### src/rtl/fgn_pkg.sv
// ----------------------------------------------------------------------------
// fgn_pkg
// Shared widths, control types and the gradient function of the noise block.
// ----------------------------------------------------------------------------
package fgn_pkg;

  localparam int CoordFracBits = 16;
  localparam int MaxOctaves    = 8;
  localparam int FadeW         = 17;

  typedef enum logic [1:0] {
    CFG_OCTAVE_COUNT = 2'd0,
    CFG_PERSIST      = 2'd1,
    CFG_SCALE        = 2'd2
  } cfg_reg_e;

  typedef enum logic [1:0] {
    ST_IDLE,
    ST_OCT,
    ST_SCALE,
    ST_DONE
  } state_e;

  function automatic logic signed [19:0] fgn_grad(logic [1:0] h, logic signed [17:0] dx,
                                                  logic signed [17:0] dy);
    logic signed [19:0] u;
    logic signed [19:0] v;
    logic signed [19:0] a;
    logic signed [19:0] b;
    u = h[1] ? 20'(dy) : 20'(dx);
    v = h[1] ? 20'(dx) : 20'(dy);
    a = h[0] ? -u : u;
    b = h[1] ? -(v <<< 1) : (v <<< 1);
    return a + b;
  endfunction

endpackage

### src/rtl/fgn_fade.sv
// ----------------------------------------------------------------------------
// fgn_fade
// Three-stage quintic fade curve on a Q0.16 fraction, result in Q1.16.
// ----------------------------------------------------------------------------
module fgn_fade import fgn_pkg::*; (
  input  logic             clk_i,
  input  logic [15:0]      t_i,
  output logic [FadeW-1:0] fade_o
);

  logic [15:0] t1_q;
  logic [31:0] sq_q;
  logic [15:0] c_q;
  logic [20:0] q16_q;
  logic [FadeW-1:0] fade_q;
  logic [47:0] cube;
  logic [36:0] q;
  logic [36:0] f;

  always_comb begin
    cube = 48'(sq_q) * 48'(t1_q);
    q    = 37'(sq_q) * 37'd6 + (37'd10 << 32) - ((37'(t1_q) * 37'd15) << 16);
    f    = 37'(c_q) * 37'(q16_q);
  end

  always_ff @(posedge clk_i) begin
    t1_q   <= t_i;
    sq_q   <= 32'(t_i) * 32'(t_i);
    c_q    <= cube[47:32];
    q16_q  <= q[36:16];
    fade_q <= f[FadeW+15:16];
  end

  assign fade_o = fade_q;

endmodule

### config.mk
export PLATFORM = sky130hd
export DESIGN_NAME = fgn_fade
export DESIGN_NICKNAME = d
export VERILOG_FILES = /design/src/rtl/fgn_pkg.sv /design/src/rtl/fgn_fade.sv
export SDC_FILE = /design/constraint.sdc
export NUM_CORES = 2
export LEC_CHECK = 0
export CAP_MARGIN = 40
export CORE_AREA = 2 2 281 283
export CTS_CLUSTER_SIZE = 12
export DETAILED_ROUTE_END_ITERATION = 8
export DIE_AREA = 0 0 283 285
export DONT_BUFFER_PORTS = 1
export PLACE_DENSITY = 0.72
export SLEW_MARGIN = 20
export SYNTH_ARGS = -nofsm -noshare
export SYNTH_HDL_FRONTEND = slang
export SYNTH_SLANG_ARGS = --single-unit
### constraint.sdc
create_clock -name clk_i -period 7.1 [get_ports clk_i]
set_input_delay 0.71 -clock clk_i [delete_from_list [all_inputs] [get_ports clk_i]]
set_output_delay 0.71 -clock clk_i [all_outputs]
set_load 0.01 [all_outputs]
==> impl.org <==
** Worst setup path
- Reg-to-reg endpoint :: fade_o[13]$_DFF_P_
- In this run the critical register-to-register path is launched from c_q[1]$_DFF_P_.
- Required time of the worst setup path :: between 7 and 8 ns
- In this run the register-to-register setup slack is 0.50 ns.
- By instance count, the cell type seen most on the critical path is sky130_fd_sc_hd__fa_1.
- Slowest cell on crit path :: sky130_fd_sc_hd__dfxtp_1
- Kind of start point of the critical path :: flip-flop
- Type of element capturing the critical path :: flip-flop
- Data arrives at the worst endpoint at 6.93 ns.
- Depth of the most critical reg-to-reg path :: 22
- Delay of the slowest cell on the worst path :: ~0.73 ns
- Crit Path Class :: flip-flop to flip-flop
- Traced cell by cell, the critical path runs through nand2_1 > fa_1 > inv_1 > fa_1 > inv_1 > fa_1 > inv_1 > fa_1 > inv_1 > fa_1 > inv_1 > fa_1 > ha_1 > and4_1 > o2111ai_1 > o221ai_1 > a21oi_2 > o21ai_1 > o41ai_4 > o21bai_1 > a21oi_1 > xnor2_1.
- Worst-path fanout max :: 21

** Global route
- The number of global-route vias before repair came to 30,080.
- Number of antenna violations at the first check in global routing :: 1
- Entering global routing, the biggest net connects 36 pins.
- Across every metal layer, demand over resource in global routing totals 22.68%.
- Remaining global-route overflow :: 0
- Global-route wire length before repair :: 148,800 um

** STA
- After routing, the total negative slack on setup checks comes to 0 ns.
- Worst Max-Slew Pin Slew :: 0.8370 ns
- Final Max Slew Viols :: 0
- Min Tclk post-route :: 6.598 ns
- The worst pin sits at a relative slew slack of 44.12%.
- Max Freq :: 151.6 MHz
- The number of hold-slack violations in the final timing report came to 0.
- Setup violations remaining at the end of the flow were counted as 0.
- Setup repair after global routing left no endpoint under its margin.
- In the finished design, the share of the clock period the worst path needs comes to 92.94%.
- Layout Skew :: approximately 0.019 ns
- Worst hold margin :: 0.3397 ns

** Route
- The routed design uses 41,820 um of met2 wire.
- The detail route stage leaves a number of antenna-violating nets equal to 0.
- The pre-antenna-repair detailed-routing pass consisted of 6 iterations.
- For this block, the routed nets add up to between 80,000 and 90,000 um of wire.
- Detailed routing inserted a total of 27,610 vias.
- Max Used Layer :: met4
- In the final routing, the length of wire on met1 measures 37,240 um.
- After detailed routing, the number of remaining DRC violations is 0.
- Met3 routed wirelength :: 5186 um
- Iteration-0 DRC Markers :: 1,578
- After detailed routing, the average wire length per cell comes to 16.39 um.
- Average via count per standard cell :: 5.228

** CTS
- At the later pin of the worst-skew pair, clock insertion delay measures 0.39 ns.
- Maximum level of the CTS H-tree :: 3
- Buffers added to address setup during post-CTS repair amount to 0.
- In this run, post-CTS hold repair placed 0 buffers.
- After clock tree synthesis, the clock-pin slew on the worst setup and hold paths is 0.09 ns.
- The number of gates resized after CTS was 0.
- In this run, CTS created clock tree buffers numbering 9.
- CTS saw 100 sinks.
- Clock tree root buffer cell :: sky130_fd_sc_hd__clkbuf_16
- In this run the deepest clock path goes through 2 buffers.
- CTS tree :: done

** Yosys
- For this run, the number of Yosys warnings is 0.
- Complex-gate fraction of the synthesized area :: 7.101%
- Count of flip-flops with a built-in enable after synthesis :: 0
- Largest family of logic cells by synthesized area :: adder cells
- Adder and majority cell fraction of the synthesized area :: 58.10%
- Summing the areas of all xor and xnor instances in the mapped netlist gives 2.885% of the synthesized area.
- The synthesized netlist occupies a cell area of 38,550 um^2.
- A synthesized cell averages between 9 and 10 um^2.
- Among all flip-flop cells after synthesis, the most frequent one is sky130_fd_sc_hd__dfxtp_1.
- Cell accounting for the most synthesized area :: sky130_fd_sc_hd__fa_1
- Top area cells in the synthesized netlist :: sky130_fd_sc_hd__fa_1 45%, sky130_fd_sc_hd__ha_1 13%, sky130_fd_sc_hd__inv_1 10%
- Post-synthesis mux area share :: 0.08113%
- Counting flops with an async set or reset pin after synthesis yields a share of 0%.
- Count of state elements after synthesis :: 100
- Summing the areas of all and, or, nand and nor instances in the mapped netlist gives approximately 15% of the synthesized area.
- In this run, distinct cell masters in the synthesized netlist total 77.
- After synthesis, flip-flops and latches occupy 5.193% of the total area.
- Synthesis produced ~4,300 cells.
- The synthesized design devotes to its leading area cell type 44.76% of total area.

** Cells and area
- Leaving out fill and tap cells, the most frequent cell in the layout is sky130_fd_sc_hd__inv_1.
- Compared with the post-synthesis result, the final layout area differs by 4.638%.
- Commonest non-fill, non-tap cells in the layout :: 1,025 x sky130_fd_sc_hd__inv_1, 862 x sky130_fd_sc_hd__fa_1, 594 x sky130_fd_sc_hd__nand2_1
- Final-stage net count :: 5,516
- Fraction of layout instances using a drive strength above 1 :: ~3.2%
- Antenna Cells :: 0

** Worst hold path
- Worst hold path stage count :: 0
- In this run the most critical hold path is launched from t_i[8].
- For hold timing, the worst endpoint is t1_q[8]$_DFF_P_.
- Hold Path Class :: input port to flip-flop

** Placement
- HPWL after detailed placement :: 70,850 um
- Final weighted congestion in routability-driven placement :: 0.9055
- I/O Buffers :: 0

** Floorplan
- Die W :: approximately 280 um
- The floorplan step defined a core boundary enclosing slightly below 80,000 um^2.
- Total Die Area :: just over 80,000 um^2
- Core Rows :: 103
- For this configuration, the core starts out at a cell density of 49.45%.
- Io pins :: 34
- In this run the vertical extent of the chip is 285 um.

** Job
- MaxCap Viol Count :: 0

** Status
- Outcome :: finished, final reports clean
==> cells in the mapped netlist (all sizes together), types with 7 or more instances <==
library cell	instances
nand4	16
o31a	7
nor2b	23
clkbuf	154
xor2	43
nor2	88
and3	12
a31oi	10
nand2	594
o211ai	13
and2	384
inv	1025
o21ai	60
nand2b	19
a211oi	12
dfxtp	100
fa	862
a21oi	110
o31ai	11
or2	7
nor3	21
or3	9
ha	411
a21o	65
o21a	27
nand3	15
a21boi	8
a2111oi	7
xnor2	84
o21bai	12
==> cell type report <==
| cell class | instances | area (um^2) |
|---|---|---|
| multi-input combinational | 3005 | 32150 |
| sequential | 100 | 2002 |
| fill | 7082 | 37630 |
| timing repair buffer | 85 | 720.7 |
| clock inverter | 6 | 70.07 |
| clock buffer | 10 | 239.0 |
| tap | 1050 | 1314 |
| inverter | 1025 | 3847 |
==> worst max-delay path by stage <==
stage / from / slack [ns] / end / depth (start not counted)
finish: c_q[1]$_DFF_P_ / 0.50 / fade_o[13]$_DFF_P_ / 22
detailed placement: c_q[1]$_DFF_P_ / 0.49 / fade_o[13]$_DFF_P_ / 22
CTS: c_q[1]$_DFF_P_ / 0.47 / fade_o[13]$_DFF_P_ / 22
floorplan: t_i[3] / 0.87 / sq_q[30]$_DFF_P_ / 21
global route: c_q[1]$_DFF_P_ / 0.09 / fade_o[13]$_DFF_P_ / 22
global placement: t1_q[10]$_DFF_P_ / 0.53 / c_q[15]$_DFF_P_ / 19
==> per-layer routing <==
metal  GRT usage [%]  up-vias
li1                -    12660
met1           30.25    13960
met2           38.99      828
met3           2.920      164
met4           6.223        0
met5               0        -
==> state kept, by name, summed over array words and instances (netlist names) <==
register  count
c_q          16
q16_q        21
t1_q         15
fade_o       17
sq_q         31
==> critical path, delay by kind of cell (launching register included) <==
family          cells  cell delay, ns
fa+ha+maj           7            3.36
flops               1            0.73
xor+xnor            1            0.13
simple gates        2            0.44
buf+inv             5            0.26
compound gates      7            1.62
==> cell families (layout without fill, tap and decap cells) <==
kind of cell	Yosys count	after routing
adder cells (fa/ha/maj)	1273	1273
AO/OA/AOI/OAI	386	386
multiplexers	3	3
flip-flops	100	100
AND/OR/NAND/NOR	1208	1208
other	2	8
buffers and inverters	1179	1126
XOR/XNOR	127	127
==> through the flow <==
step | utilization [%] | area (um^2) | setup WS, ns | cells
6_report | 51.74 | 40340 | 0.5015 | 5281
4_1_cts | 51.74 | 40340 | 0.4742 | 5281
5_1_grt | 51.74 | 40340 | 0.09393 | 5281
3_5_place_dp | 51.34 | 40030 | 0.4871 | 5265
2_1_floorplan | - | 38580 | 0.8748 | 4284
3_3_place_gp | 51.32 | 40020 | 0.5304 | 5264
Power is not shown: default switching activity piles up to over one toggle a cycle in this logic, so the estimate is an artifact.
